[config.mk]
export PLATFORM = sky130hd
export DESIGN_NAME = disk_seek_scheduler
export DESIGN_NICKNAME = d
export VERILOG_FILES = /design/src/rtl/dss_pkg.sv /design/src/rtl/dss_datapath.sv /design/src/rtl/dss_ctrl.sv /design/src/rtl/disk_seek_scheduler.sv
export SDC_FILE = /design/constraint.sdc
export NUM_CORES = 1
export LEC_CHECK = 0
export BUFFER_PORTS_ARGS = -buffer_cell sky130_fd_sc_hd__clkbuf_2
export CAP_MARGIN = 20
export CORE_ASPECT_RATIO = 1.75
export CORE_MARGIN = 2
export CORE_UTILIZATION = 65
export DETAILED_ROUTE_END_ITERATION = 10
export MAX_ROUTING_LAYER = met4
export PLACE_DENSITY = 0.9
export SYNTH_ARGS = -nofsm -noshare
export SYNTH_HDL_FRONTEND = slang
export SYNTH_SLANG_ARGS = --single-unit
[constraint.sdc]
create_clock -name clk -period 14.4 [get_ports clk]
set_clock_uncertainty 0.05 [all_clocks]
set_input_delay 1.44 -clock clk [delete_from_list [all_inputs] [get_ports clk]]
set_output_delay 1.44 -clock clk [all_outputs]
set_load 0.03 [all_outputs]
[src/rtl/dss_pkg.sv]
// ----------------------------------------------------------------------------
// dss_pkg
// Shared types and constants for the disk seek scheduler.
// ----------------------------------------------------------------------------
`default_nettype none
package dss_pkg;
  localparam int MaxRequests = 32;
  localparam int IdxW = $clog2(MaxRequests);
  localparam int CntW = $clog2(MaxRequests + 1);
  localparam int TrackW = 16;
  localparam int SumW = 22;
  localparam int KeyW = TrackW + 1;

  localparam logic [1:0] POL_FCFS  = 2'd0;
  localparam logic [1:0] POL_SSTF  = 2'd1;
  localparam logic [1:0] POL_SCAN  = 2'd2;
  localparam logic [1:0] POL_CSCAN = 2'd3;

  localparam logic [1:0] REG_POLICY = 2'd0;
  localparam logic [1:0] REG_START  = 2'd1;
  localparam logic [1:0] REG_SWEEP  = 2'd2;

  typedef struct packed {
    logic            store;
    logic            start_batch;
    logic            sel_clear;
    logic            rd_en;
    logic [IdxW-1:0] rd_addr;
    logic            emit;
    logic            last;
    logic            done;
  } cmd_t;

  typedef struct packed {
    logic [CntW-1:0] count;
    logic            out_busy;
  } stat_t;
endpackage
`default_nettype wire

[src/rtl/dss_datapath.sv]
// ----------------------------------------------------------------------------
// dss_datapath
// Request store, served marks, selection compare and output register.
// ----------------------------------------------------------------------------
`default_nettype none
module dss_datapath (
  input  wire logic                       clk,
  input  wire logic                       rst,
  input  wire dss_pkg::cmd_t              cmd,
  output dss_pkg::stat_t                  stat,
  input  wire logic                       cfg_we,
  input  wire logic [1:0]                 cfg_index,
  input  wire logic [15:0]                cfg_data,
  input  wire logic [15:0]                request_track,
  output logic                            out_valid,
  input  wire logic                       out_stall,
  output logic [15:0]                     served_track,
  output logic [15:0]                     seek_distance,
  output logic [21:0]                     total_distance,
  output logic                            overflow,
  output logic                            last_served
);
  logic [15:0] mem [dss_pkg::MaxRequests];
  logic [15:0] mem_q;
  logic [dss_pkg::MaxRequests-1:0] mark;
  logic [dss_pkg::CntW-1:0] count;
  logic dropped;
  logic [1:0] policy;
  logic [15:0] start_track;
  logic sweep;
  logic [15:0] pos;
  logic [21:0] sum;
  logic rd_valid;
  logic [dss_pkg::IdxW-1:0] rd_idx;
  logic found;
  logic [dss_pkg::KeyW-1:0] best_key;
  logic [dss_pkg::IdxW-1:0] best_idx;
  logic [15:0] best_track;
  logic [dss_pkg::KeyW-1:0] key;
  logic [15:0] gap_pos, gap_best;

  assign gap_pos  = (pos > mem_q) ? pos - mem_q : mem_q - pos;
  assign gap_best = (pos > best_track) ? pos - best_track : best_track - pos;

  always_comb begin
    key = '0;
    case (policy)
      dss_pkg::POL_FCFS: key = '0;
      dss_pkg::POL_SSTF: key = {1'b0, gap_pos};
      default: begin
        if (!sweep) begin
          if (mem_q <= start_track) key = {1'b0, ~mem_q};
          else if (policy == dss_pkg::POL_SCAN) key = {1'b1, mem_q};
          else key = {1'b1, ~mem_q};
        end else begin
          if (mem_q >= start_track) key = {1'b0, mem_q};
          else if (policy == dss_pkg::POL_SCAN) key = {1'b1, ~mem_q};
          else key = {1'b1, mem_q};
        end
      end
    endcase
  end

  always_ff @(posedge clk) begin
    if (cmd.store && count < dss_pkg::CntW'(dss_pkg::MaxRequests))
      mem[count[dss_pkg::IdxW-1:0]] <= request_track;
    if (cmd.rd_en) mem_q <= mem[cmd.rd_addr];
    rd_idx <= cmd.rd_addr;
  end

  always_ff @(posedge clk) begin
    if (rst) begin
      policy <= dss_pkg::POL_FCFS;
      start_track <= '0;
      sweep <= 1'b0;
    end else if (cfg_we) begin
      case (cfg_index)
        dss_pkg::REG_POLICY: policy <= cfg_data[1:0];
        dss_pkg::REG_START:  start_track <= cfg_data;
        dss_pkg::REG_SWEEP:  sweep <= cfg_data[0];
        default: ;
      endcase
    end
  end

  always_ff @(posedge clk) begin
    if (rst) begin
      count <= '0;
      dropped <= 1'b0;
      mark <= '0;
      rd_valid <= 1'b0;
      found <= 1'b0;
      out_valid <= 1'b0;
      pos <= '0;
      sum <= '0;
    end else begin
      rd_valid <= cmd.rd_en;
      if (cmd.store) begin
        if (count < dss_pkg::CntW'(dss_pkg::MaxRequests)) count <= count + 1'b1;
        else dropped <= 1'b1;
      end
      if (cmd.start_batch) begin
        mark <= '0;
        pos <= start_track;
        sum <= '0;
      end
      if (cmd.sel_clear) found <= 1'b0;
      else if (rd_valid && !mark[rd_idx] && (!found || key < best_key)) begin
        found <= 1'b1;
        best_key <= key;
        best_idx <= rd_idx;
        best_track <= mem_q;
      end
      if (out_valid && !out_stall) out_valid <= 1'b0;
      if (cmd.emit) begin
        out_valid <= 1'b1;
        served_track <= best_track;
        seek_distance <= gap_best;
        total_distance <= sum + 22'(gap_best);
        overflow <= dropped;
        last_served <= cmd.last;
        sum <= sum + 22'(gap_best);
        pos <= best_track;
        mark[best_idx] <= 1'b1;
      end
      if (cmd.done) begin
        count <= '0;
        dropped <= 1'b0;
      end
    end
  end

  assign stat.count = count;
  assign stat.out_busy = out_valid && out_stall;
endmodule
`default_nettype wire

[src/rtl/dss_ctrl.sv]
// ----------------------------------------------------------------------------
// dss_ctrl
// Sequencer: collects a batch, then runs one store pass per served word.
// ----------------------------------------------------------------------------
`default_nettype none
module dss_ctrl (
  input  wire logic           clk,
  input  wire logic           rst,
  input  wire logic           in_valid,
  output logic                in_stall,
  input  wire logic           batch_end,
  input  wire dss_pkg::stat_t stat,
  output dss_pkg::cmd_t       cmd
);
  localparam logic [1:0] S_IDLE  = 2'd0;
  localparam logic [1:0] S_SCAN  = 2'd1;
  localparam logic [1:0] S_FLUSH = 2'd2;
  localparam logic [1:0] S_EMIT  = 2'd3;

  logic [1:0] state, state_next;
  logic [dss_pkg::CntW-1:0] j, j_next, k, k_next;
  logic accept;

  assign in_stall = (state != S_IDLE);
  assign accept = in_valid && !in_stall;

  always_comb begin
    cmd = '0;
    state_next = state;
    j_next = j;
    k_next = k;
    cmd.rd_addr = j[dss_pkg::IdxW-1:0];
    cmd.last = (k + 1'b1 == stat.count);
    case (state)
      S_IDLE: begin
        cmd.store = accept;
        if (accept && batch_end) begin
          cmd.start_batch = 1'b1;
          cmd.sel_clear = 1'b1;
          j_next = '0;
          k_next = '0;
          state_next = S_SCAN;
        end
      end
      S_SCAN: begin
        cmd.rd_en = 1'b1;
        j_next = j + 1'b1;
        if (j + 1'b1 == stat.count) state_next = S_FLUSH;
      end
      S_FLUSH: state_next = S_EMIT;
      S_EMIT: begin
        if (!stat.out_busy) begin
          cmd.emit = 1'b1;
          cmd.sel_clear = 1'b1;
          k_next = k + 1'b1;
          j_next = '0;
          if (cmd.last) begin
            cmd.done = 1'b1;
            state_next = S_IDLE;
          end else begin
            state_next = S_SCAN;
          end
        end
      end
      default: state_next = S_IDLE;
    endcase
  end

  always_ff @(posedge clk) begin
    if (rst) begin
      state <= S_IDLE;
      j <= '0;
      k <= '0;
    end else begin
      state <= state_next;
      j <= j_next;
      k <= k_next;
    end
  end

  a_emit_free: assert property (@(posedge clk) disable iff (rst)
    cmd.emit |-> !stat.out_busy) else $error("emit into busy output");
  a_scan_range: assert property (@(posedge clk) disable iff (rst)
    (state == S_SCAN) |-> (j < stat.count)) else $error("scan past count");
  a_done_idle: assert property (@(posedge clk) disable iff (rst)
    cmd.done |=> (state == S_IDLE && stat.count == '0)) else $error("batch not cleared");
endmodule
`default_nettype wire

[src/rtl/disk_seek_scheduler.sv]
// ----------------------------------------------------------------------------
// disk_seek_scheduler
// Collects a batch of track requests, then emits them in service order.
// ----------------------------------------------------------------------------
// Input: one request word per cycle while collecting; stalled while serving.
// Serving: each result takes one pass over the request store for a batch of n
//   requests (one pass per served word), followed by a flush and an emit step.
// Output waits in a register; the next pass runs meanwhile, its emit waits until it is taken.
// Reset (rst, synchronous): store empty, configuration registers zero, no output pending.
`default_nettype none
module disk_seek_scheduler (
  input  wire logic        clk,
  input  wire logic        rst,
  input  wire logic        cfg_we,
  input  wire logic [1:0]  cfg_index,
  input  wire logic [15:0] cfg_data,
  input  wire logic        in_valid,
  output logic             in_stall,
  input  wire logic [15:0] request_track,
  input  wire logic        batch_end,
  output logic             out_valid,
  input  wire logic        out_stall,
  output logic [15:0]      served_track,
  output logic [15:0]      seek_distance,
  output logic [21:0]      total_distance,
  output logic             overflow,
  output logic             last_served
);
  dss_pkg::cmd_t  cmd;
  dss_pkg::stat_t stat;

  dss_ctrl u_ctrl (
    .clk, .rst, .in_valid, .in_stall, .batch_end, .stat, .cmd
  );

  dss_datapath u_dp (
    .clk, .rst, .cmd, .stat, .cfg_we, .cfg_index, .cfg_data, .request_track,
    .out_valid, .out_stall, .served_track, .seek_distance, .total_distance,
    .overflow, .last_served
  );
endmodule
`default_nettype wire
==> results of run 1 <==
through the flow:
stage               area [µm²]  instances
floorplan                32800       2134
global placement         34000       2824
detailed placement       34000       2824
CTS                      36000       2938
global route             36200       2947
finish                   36200       2947
flip-flops by register name, summed over array words and instances, names as in the netlist, 5 cells and up:
signal and count:
u_dp.served_track 16, u_dp.best_track 16, u_dp.best_idx 5, u_dp.seek_distance 16, u_ctrl.k 6, u_dp.mark 32
u_dp.best_key 17, u_dp.total_distance 22, u_ctrl.j 6, u_dp.rd_idx 5, u_dp.pos 16, u_dp.count 6
u_dp.sum 22, u_dp.mem 512, u_dp.mem_q 16, u_dp.start_track 16
cell usage in the layout, fill, tap and decap left out, types with 7 or more instances in the layout:
| cell type | netlist | layout |
|---|---|---|
| nand2_1 | 99 | 99 |
| a211oi_1 | 21 | 21 |
| mux2i_1 | 22 | 22 |
| nand4_1 | 21 | 21 |
| dfxtp_1 | 118 | 114 |
| a21o_1 | 38 | 38 |
| o21bai_1 | 11 | 11 |
| xnor2_1 | 56 | 56 |
| ha_1 | 120 | 120 |
| clkinv_1 | 2 | 7 |
| o211ai_1 | 8 | 8 |
| clkinvlp_4 | 0 | 8 |
| nand3_1 | 26 | 25 |
| nor3_1 | 23 | 15 |
| clkbuf_1 | 69 | 9 |
| xor2_1 | 32 | 32 |
| o21ai_0 | 52 | 52 |
| nor3b_1 | 9 | 7 |
| o22ai_1 | 16 | 16 |
| and2_1 | 10 | 10 |
| nor2_1 | 147 | 147 |
| nor2b_1 | 13 | 13 |
| clkbuf_16 | 0 | 64 |
| clkbuf_2 | 1 | 96 |
| clkinv_2 | 0 | 13 |
| mux4_2 | 170 | 170 |
| nand2b_1 | 8 | 8 |
| a21oi_1 | 106 | 106 |
| a31oi_1 | 15 | 14 |
| inv_1 | 108 | 108 |
| edfxtp_1 | 622 | 622 |
| buf_4 | 2 | 41 |
| a22oi_1 | 39 | 39 |
| or3_1 | 8 | 8 |
| a22o_1 | 11 | 11 |
| and3_1 | 10 | 10 |
| mux2_2 | 20 | 20 |
final timing paths:
| check | slack (ns) | endpoint | start | cells past startpoint |
|---|---|---|---|---|
| setup / recovery | 8.02 | u_dp.best_idx[3] | u_dp.pos[1] | 20 |
| hold reg to reg | 0.41 | u_dp.start_track[9] | u_dp.start_track[9] | 2 |
| setup reg to reg | 8.02 | u_dp.best_idx[3] | u_dp.pos[1] | 20 |
| hold / removal | 0.41 | u_dp.start_track[9] | u_dp.start_track[9] | 2 |
where the power goes:
group	switching, mW	internal, mW
Sequential	0.0810	2.42
Combinational	0.646	0.409
Clock	0.798	0.904
Total	1.53	3.73
final cells by class:
class / count / area share, %
Sequential cell: 740 / 58.2
Multi-Input combinational cell: 1176 / 30.2
Clock buffer: 73 / 4.49
Timing Repair Buffer: 145 / 2.58
Tap cell: 660 / 2.28
Inverter: 110 / 1.14
Clock inverter: 41 / 1.09
Antenna cell: 2 / 0.0138
synthesized netlist by cell type (23+ instances only):
cell type and number:
nand2_1 99, o21ai_0 52, nor3_1 23, a22oi_1 39
a21oi_1 106, xor2_1 32, clkbuf_1 69, a21o_1 38
mux4_2 170, dfxtp_1 118, buf_2 25, xnor2_1 56
edfxtp_1 622, ha_1 120, nand3_1 26, inv_1 108
nor2_1 147
metal layers:
| layer | up-vias | track usage (%) | wire (µm) |
|---|---|---|---|
| met5 | - | - | 0 |
| met4 | 0 | 25.5 | 8250 |
| met3 | 407 | 4.56 | 6300 |
| met2 | 1317 | 63.0 | 48100 |
| met1 | 9943 | 37.2 | 27800 |
| li1 | 8403 | - | - |
cells by family (layout without fill, tap and decap cells):
logic type | count (synthesis) | after routing | synth area share, %
xor gates and xnor gates | 88 | 88 | 2.35
buffers and inverters | 218 | 369 | 2.77
adders and majority gates | 125 | 125 | 4.89
muxes | 212 | 212 | 13.0
DFF | 740 | 740 | 64.2
AOI/OAI and AO/OA | 354 | 354 | 7.07
and+or+nand+nor | 397 | 397 | 5.66
other | 0 | 2 | 0
worst max-delay path, cell delays in order, from the launching register on:
cell and delay, ns:
dfxtp_1 0.55, inv_1 0.25, ha_1 0.39, a21oi_1 0.57
o2111a_1 0.44, o21bai_1 0.20, a31oi_1 0.51, nand2_1 0.09
o21ai_0 0.12, xor2_1 0.11, o22ai_1 0.28, ha_1 0.32
a21oi_1 0.13, nor2b_1 0.07, o21ai_0 0.22, nand2b_1 0.09
a21oi_1 0.20, nor2b_1 0.18, o211ai_1 0.16, a31oi_4 0.66
buf_4 0.45
==> impl_metrics.csv, run 1 <==
group,metric,value,unit
run_status,outcome,"finished clean",
grt,antenna_found_initial,2,
timing,grt_setup_unrepaired,"no",
critical_path,crit_required,14.64,ns
job,maxCapViolCount,0,
clock_network,root_buffer,"clkbuf_16",
synthesis,synth_flop_cell,"edfxtp_1",
power_and_ir_drop,leakage,12.3,nW
clock_network,postCtsSetupBuffers,0,
timing,tightestPinTransition,1.16,ns
critical_path,cp-end-kind,"register",
final_layout,multi_input_area,0.0109,mm²
floorplanning,ios,98,
synthesis,ys_warn_count,0,
final_layout,drive_above_1_share,20.5,%
synthesis,synth_edf_count,622,
floorplanning,die_y,301,µm
final_layout,area_growth,10.4,%
timing,fmax,0.157,GHz
timing,fin_tns_setup,0,ns
clock_network,clkTransAtPathRegs,0.07,ns
hold_path,hold_class,"reg -> reg",
grt,grt_pass1_vias,20700,
placed_design,dp_hpwl,56100,µm
route,via_per_inst,6.81,
timing,slew_violations,0,
synthesis,syn_area,0.0328,mm²
route,routed_wirelength,90400,µm
power_and_ir_drop,irDropWorstVdd,0.000214,V
synthesis,synth.avg_cell_area,15.4,µm²
timing,period_share,44.3,%
floorplanning,row_count,108,
timing,finalSetupViolations,0,
power_and_ir_drop,power.density,145,mW/mm²
critical_path,critPathKind,"reg -> reg",
synthesis,synth_cell_types,74,
grt,grt_use_total,35.9,%
route,post_drt_wl_per_cell,30.7,µm
synthesis,syn_inst,2134,
clock_network,cts_sinks,740,
critical_path,critical_path.max_fanout,20,
clock_network,clk_path_buf_depth,3,
final_layout,ff_latch_area,0.0211,mm²
synthesis,syn-num-nets,2299,
synthesis,yosysSeqAreaShare,64.2,%
synthesis,yosys-top-cells-area,"edfxtp_1, mux4_2, dfxtp_1, ha_1, nor2_1",
final_layout,final.fill_count,2976,
power_and_ir_drop,power,5.26,mW
final_layout,final_util,72.7,%
clock_network,clock_latency,0.63,ns
critical_path,arrival,6.62,ns
clock_network,ctsHoldBuffers,0,
final_layout,nets,2398,
synthesis,yosysTopAreaCell,"edfxtp_1",
synthesis,yosysTopAreaCellShare,57.0,%
timing,setup_ws,8.02,ns
floorplanning,die-area,0.0523,mm²
timing,relSlewSlack,22.5,%
synthesis,synth_seq_cells,740,
clock_network,h-tree-depth,2,
placed_design,io_buffers,97,
grt,grt_pass1_wl,132000,µm
timing,finalHoldViolations,0,
route,drtIter0Drc,2336,
critical_path,cp-start-kind,"register",
grt,overflow,0,
clock_network,cts_buffers,60,
timing,whs,0.408,ns
floorplanning,start_util,65.9,%
grt,grt_max_degree,81,
route,dr.pass1.iters,7,
route,postRouteAntennaNets,0,
timing,period_minus_slack,6.38,ns
placed_design,gp_congestion,0.954,
floorplanning,die_w,174,µm
placed_design,dp_slack,8.10,ns
clock_network,cts_tree,"built",
route,vias,20100,
floorplanning,coreArea,0.0497,mm²
route,drc_errors,0,
synthesis,ys_async_sr_fraction,0,%
clock_network,cts_resized,0,
Power figures use the tool's default switching activity.
==> run 2, diff against run 1 <==
Settings changed: CORE_UTILIZATION 65 to 56, PLACE_DENSITY 0.9 to 0.83.
Clock period 14.4 ns to 5.4 ns, I/O delays scaled along.
==> run 2 against run 1 <==
  * Hold slack worse by 0.33 ns
  * Fmax up 21%
  * First-iteration DRC count down 19%
==> impl_metrics.csv, run 2 (synthesized netlist as in run 1, its figures left out) <==
group,metric,value,unit
run_status,outcome,"finished clean",
power_and_ir_drop,pwr-share-comb,20.4,%
clock_network,clock_latency,0.66,ns
final_layout,area_growth,11.9,%
critical_path,path_cells,"inv_1, ha_1, nor2b_1, o21a_1, o21ai_0, a21oi_1, o2111ai_1, a21oi_1, o41ai_2, xor2_1, o22ai_1, ha_1, and3_1, a31oi_4, buf_12, clkbuf_16",
timing,finalSetupViolations,0,
grt,grt_pass1_wl,127000,µm
power_and_ir_drop,p_int,10.1,mW
power_and_ir_drop,power,14.0,mW
timing,relSlewSlack,18.6,%
timing,slew_violations,0,
route,dr.pass1.iters,5,
final_layout,finalNonFillerCells,3087,
final_layout,final_common_cell,"edfxtp_1",
critical_path,critPathKind,"reg -> reg",
clock_network,cts_sinks,740,
power_and_ir_drop,p_sw,3.98,mW
power_and_ir_drop,swShare,28.4,%
clock_network,clk_path_buf_depth,3,
final_layout,largest_register_ffs,512,
floorplanning,die-area,0.0605,mm²
clock_network,h-tree-depth,2,
route,drc_errors,0,
final_layout,nets,2426,
floorplanning,die_w,187,µm
route,post_drt_wl_per_cell,28.0,µm
critical_path,arrival,5.55,ns
clock_network,root_buffer,"clkbuf_16",
placed_design,io_buffers,97,
clock_network,clkTransAtPathRegs,0.07,ns
grt,grt_pass1_vias,20300,
power_and_ir_drop,pwr-share-seq,47.4,%
route,vias,19700,
power_and_ir_drop,power.density,383,mW/mm²
timing,finalHoldViolations,0,
route,postRouteAntennaNets,0,
final_layout,ff_latch_area,0.0211,mm²
floorplanning,coreArea,0.0580,mm²
timing,setup_ws,0.148,ns
final_layout,final.fill_count,4027,
placed_design,dp_cells,2960,
floorplanning,row_count,117,
power_and_ir_drop,clockPowerShare,32.2,%
timing,period_minus_slack,5.25,ns
critical_path,critical-path-top-delay-family,"compound AO/OA/AOI/OAI gates",
critical_path,cp-end-kind,"register",
floorplanning,ios,98,
grt,grt_use_total,29.2,%
timing,period_share,97.3,%
final_layout,diodes,0,
floorplanning,die_y,324,µm
final_layout,drive_above_1_share,21.8,%
critical_path,cp-start-kind,"register",
route,routed_wirelength,86400,µm
critical_path,crit_required,5.70,ns
route,drtIter0Drc,1891,
critical_path,slowest_delay,0.59,ns
grt,grt_max_degree,74,
floorplanning,start_util,56.5,%
timing,fmax,0.190,GHz
clock_network,cts_buffers,61,
clock_network,cts_tree,"built",
hold_path,whs_path_depth,3,
grt,overflow,0,
final_layout,final_util,63.2,%
critical_path,critical_path.max_fanout,15,
power_and_ir_drop,leakage,12.4,nW
final_layout,final_cell_mix,"edfxtp_1, mux4_2, nor2_1",
critical_path,cp_num_buf_inv,3,
critical_path,path_depth,16,
placed_design,dp_slack,0.0232,ns
timing,tightestPinTransition,1.22,ns
timing,whs,0.0758,ns
hold_path,hold_class,"in -> reg",
job,maxCapViolCount,0,
critical_path,cp_slowest_cell,"o41ai_2",
grt,antenna_found_initial,0,
power_and_ir_drop,irDropWorstVdd,0.000365,V
critical_path,r2r_cells,16,
route,via_per_inst,6.40,
final_layout,multi_input_area,0.0110,mm²
placed_design,dp_hpwl,56700,µm
placed_design,gp_congestion,0.955,
-- run 2: cell count changes in the layout (fill, tap and decap cells not counted), moves of 3 or more --
cell	delta
buf_12	+4
ha_2	+3
buf_4	+22
clkinv_1	+4
ha_1	-3
-- run 2: power by group through the flow --
| stage | clock (mW) | sequential, mW | combinational [mW] |
|---|---|---|---|
| 2_1_floorplan | 0 | 6.69 | 1.92 |
| 3_3_place_gp | 0 | 6.76 | 2.68 |
| 3_5_place_dp | 0 | 6.77 | 2.75 |
| 4_1_cts | 4.57 | 6.65 | 2.78 |
| 5_1_grt | 4.74 | 6.67 | 3.07 |
| 6_report | 4.52 | 6.65 | 2.86 |
-- run 2: through the flow --
stage	area, µm²	setup TNS [ns]
6_report	36700	0
5_1_grt	36700	-0.248
4_1_cts	36400	0
3_5_place_dp	34400	0
3_3_place_gp	34400	0
2_1_floorplan	32800	0
-- run 2: worst paths after layout --
path,from,endpoint,slack [ns]
max,u_dp.pos[1],u_dp.best_key[4],0.15
min,cfg_data[12],u_dp.start_track[12],0.08
max reg2reg,u_dp.pos[1],u_dp.best_key[4],0.15
min reg2reg,u_ctrl.j[2],u_dp.rd_idx[2],0.40
-- run 2: area by class of cell --
| class | count | area share [%] |
|---|---|---|
| Clock buffer | 72 | 4.28 |
| Timing Repair Buffer | 172 | 3.27 |
| Clock inverter | 44 | 1.25 |
| Tap cell | 773 | 2.64 |
| Inverter | 110 | 1.13 |
| Multi-Input combinational cell | 1176 | 30.0 |
| Sequential cell | 740 | 57.4 |
-- run 2: repair_timing --
action	in CTS	in global routing
gates resized for setup	0	18
setup endpoints to repair	0	46
hold buffers	0	0
buffers inserted	0	5
-- run 2: tightest hold or removal path, cell delays in order --
cell and delay, ns:
clkbuf_2 0.08, nand2_1 0.05, a21oi_1 0.05
-- run 2: routing by layer --
metal / share of wire (%) / global-route usage [%] / vias up
met1: 32 / 30.3 / 9916
met4: 6.7 / 16.5 / 0
met3: 6.2 / 3.14 / 325
li1: - / - / 8459
met2: 55 / 53.9 / 1043
met5: 0 / - / -
==> run 3, diff against run 2 <==
Settings changed: BUFFER_PORTS_ARGS -buffer_cell sky130_fd_sc_hd__clkbuf_2 to -buffer_cell sky130_fd_sc_hd__buf_4, CELL_PAD_IN_SITES_DETAIL_PLACEMENT set to 1, CELL_PAD_IN_SITES_GLOBAL_PLACEMENT set to 2, CORE_UTILIZATION 56 to 42.
==> run 3 against run 2 <==
  * Routed wire length increased by 1.6%
  * Die area increased by 33%
  * Non-clock buffer count increased by 22
  * Via count decreased by 3.6%
  * Final area increased by 2.9%
  * Largest power group unchanged
==> impl_metrics.csv, run 3 (synthesized netlist as in run 1, its figures left out) <==
group,metric,value,unit
timing,finalHoldViolations,0,
floorplanning,die_w,215,µm
power_and_ir_drop,swShare,28.0,%
power_and_ir_drop,power,14.6,mW
critical_path,cp_slowest_cell,"edfxtp_1",
clock_network,ctsHoldBuffers,0,
clock_network,cts_tree,"built",
power_and_ir_drop,leakage,12.8,nW
placed_design,dp_hpwl,61200,µm
floorplanning,ios,98,
placed_design,dp_cells,3234,
route,routed_wirelength,87800,µm
grt,grt_max_degree,66,
clock_network,h-tree-depth,3,
power_and_ir_drop,clockPowerShare,34.7,%
critical_path,slowest_delay,0.42,ns
final_layout,drive_above_1_share,23.4,%
grt,grt_use_total,22.6,%
route,post_drt_wl_per_cell,26.0,µm
critical_path,path_cells,"ha_1, inv_1, fa_1, a21o_1, a21oi_2, o211ai_2, a31o_1, o21a_4, buf_6, mux2i_1, xor2_1, o22ai_1, ha_1, a21o_1, a21oi_1, nor2b_1, o21ai_0, nand2b_1, a21oi_2, a2bb2oi_2, o211ai_1, a31oi_4, buf_4, buf_12",
grt,grt_pass1_wl,133000,µm
placed_design,dp_slack,-0.122,ns
final_layout,final_common_cell,"edfxtp_1",
timing,setup_ws,0.167,ns
power_and_ir_drop,pwr-share-comb,19.7,%
final_layout,finalNonFillerCells,3378,
timing,period_share,96.9,%
critical_path,cp-start-kind,"register",
placed_design,gp_congestion,0.874,
route,via_per_inst,5.63,
job,maxCapViolCount,0,
route,postRouteAntennaNets,0,
timing,fin_tns_setup,0,ns
final_layout,nets,2457,
clock_network,clkTransAtPathRegs,0.06,ns
power_and_ir_drop,p_sw,4.09,mW
floorplanning,start_util,42.3,%
timing,finalSetupViolations,0,
power_and_ir_drop,pwr-share-seq,45.6,%
critical_path,critical-path-top-delay-family,"compound AO/OA/AOI/OAI gates",
hold_path,hold_class,"in -> reg",
grt,overflow,0,
critical_path,crit_required,5.68,ns
critical_path,critical_path.max_fanout,11,
clock_network,cts_sinks,740,
timing,relSlewSlack,33.5,%
route,dr.pass1.iters,5,
route,drc_errors,0,
route,drtIter0Drc,1250,
grt,antenna_found_initial,3,
power_and_ir_drop,p_int,10.5,mW
floorplanning,coreArea,0.0774,mm²
floorplanning,die-area,0.0803,mm²
final_layout,area_growth,15.1,%
timing,tightestPinTransition,0.995,ns
clock_network,clk_path_buf_depth,3,
run_status,outcome,"finished clean",
clock_network,cts_buffers,70,
floorplanning,row_count,135,
critical_path,arrival,5.51,ns
clock_network,root_buffer,"clkbuf_16",
route,vias,19000,
final_layout,largest_register_ffs,512,
timing,fmax,0.191,GHz
final_layout,final_cell_mix,"edfxtp_1, buf_4, mux4_2",
critical_path,critPathKind,"reg -> reg",
grt,grt_pass1_vias,20700,
placed_design,io_buffers,97,
power_and_ir_drop,irDropWorstVdd,0.000285,V
critical_path,cp-end-kind,"register",
timing,period_minus_slack,5.23,ns
timing,slew_violations,0,
power_and_ir_drop,power.density,387,mW/mm²
critical_path,cp_num_buf_inv,4,
floorplanning,die_y,373,µm
clock_network,clock_latency,0.64,ns
-- run 3: cell count changes in the layout (fill, tap and decap cells not counted), sizes merged, moves of 3 or more --
cell | previous run | this run
clkinvlp | 7 | 3
buf | 73 | 193
clkbuf | 171 | 84
inv | 113 | 116
diode | 0 | 3
clkinv | 27 | 30
-- run 3: power groups by stage --
stage,Clock (mW),Sequential [mW],Combinational [mW]
final,5.06,6.65,2.87
after global routing,5.37,6.67,3.12
after CTS,5.19,6.65,2.84
after detailed placement,0,6.77,2.81
after global placement,0,6.76,2.74
after floorplan,0,6.69,1.92
-- run 3: area by class of cell --
cell class	instances	area [µm²]
well taps	1027	1280
fillers	7643	39700
flip-flops and latches	740	21100
clock inverters	45	457
diodes	3	7.51
repair buffers	194	1610
clock buffers	83	1880
inverters	110	414
multi-input cells	1176	11000
-- run 3: layer usage --
layer,vias up,track usage (%),wire (µm)
li1,8531,-,-
met1,9814,23.3,30900
met2,492,42.9,50000
met3,186,3.00,3330
met4,0,9.04,3500
met5,-,-,0
-- run 3: worst paths after layout --
path	from	endpoint	slack, ns	cells past startpoint
max reg2reg	u_dp.mem_q[0]	u_dp.best_idx[3]	0.17	24
min reg2reg	u_dp.start_track[2]	u_dp.start_track[2]	0.41	2
min	cfg_data[1]	u_dp.policy[1]	0.11	3
max	u_dp.mem_q[0]	u_dp.best_idx[3]	0.17	24
-- run 3: repair_timing --
action                                  4_1_cts  5_1_grt
gates resized for setup                       2       31
endpoints found under the setup margin       38       51
pin swaps                                     0       12
cloned                                        0        1
hold endpoints to repair                      0        0
buffers inserted                              0       11
-- run 3: worst register-to-register path, cell delays in order (launching register included) --
cell and delay, ns:
edfxtp_1 0.42, ha_1 0.17, inv_1 0.06, fa_1 0.41, a21o_1 0.19, a21oi_2 0.17
o211ai_2 0.20, a31o_1 0.25, o21a_4 0.26, buf_6 0.16, mux2i_1 0.20, xor2_1 0.10
o22ai_1 0.26, ha_1 0.30, a21o_1 0.17, a21oi_1 0.13, nor2b_1 0.06, o21ai_0 0.19
nand2b_1 0.11, a21oi_2 0.18, a2bb2oi_2 0.17, o211ai_1 0.15, a31oi_4 0.24, buf_4 0.15
buf_12 0.15
-- run 3: metrics by stage --
step | util, % | area, µm² | hold slack [ns]
2_1_floorplan | - | 32800 | 0.276
3_3_place_gp | 45.3 | 35000 | 0.400
3_5_place_dp | 45.4 | 35100 | 0.406
4_1_cts | 48.4 | 37500 | 0.0590
5_1_grt | 48.7 | 37700 | 0.0975
6_report | 48.7 | 37700 | 0.106
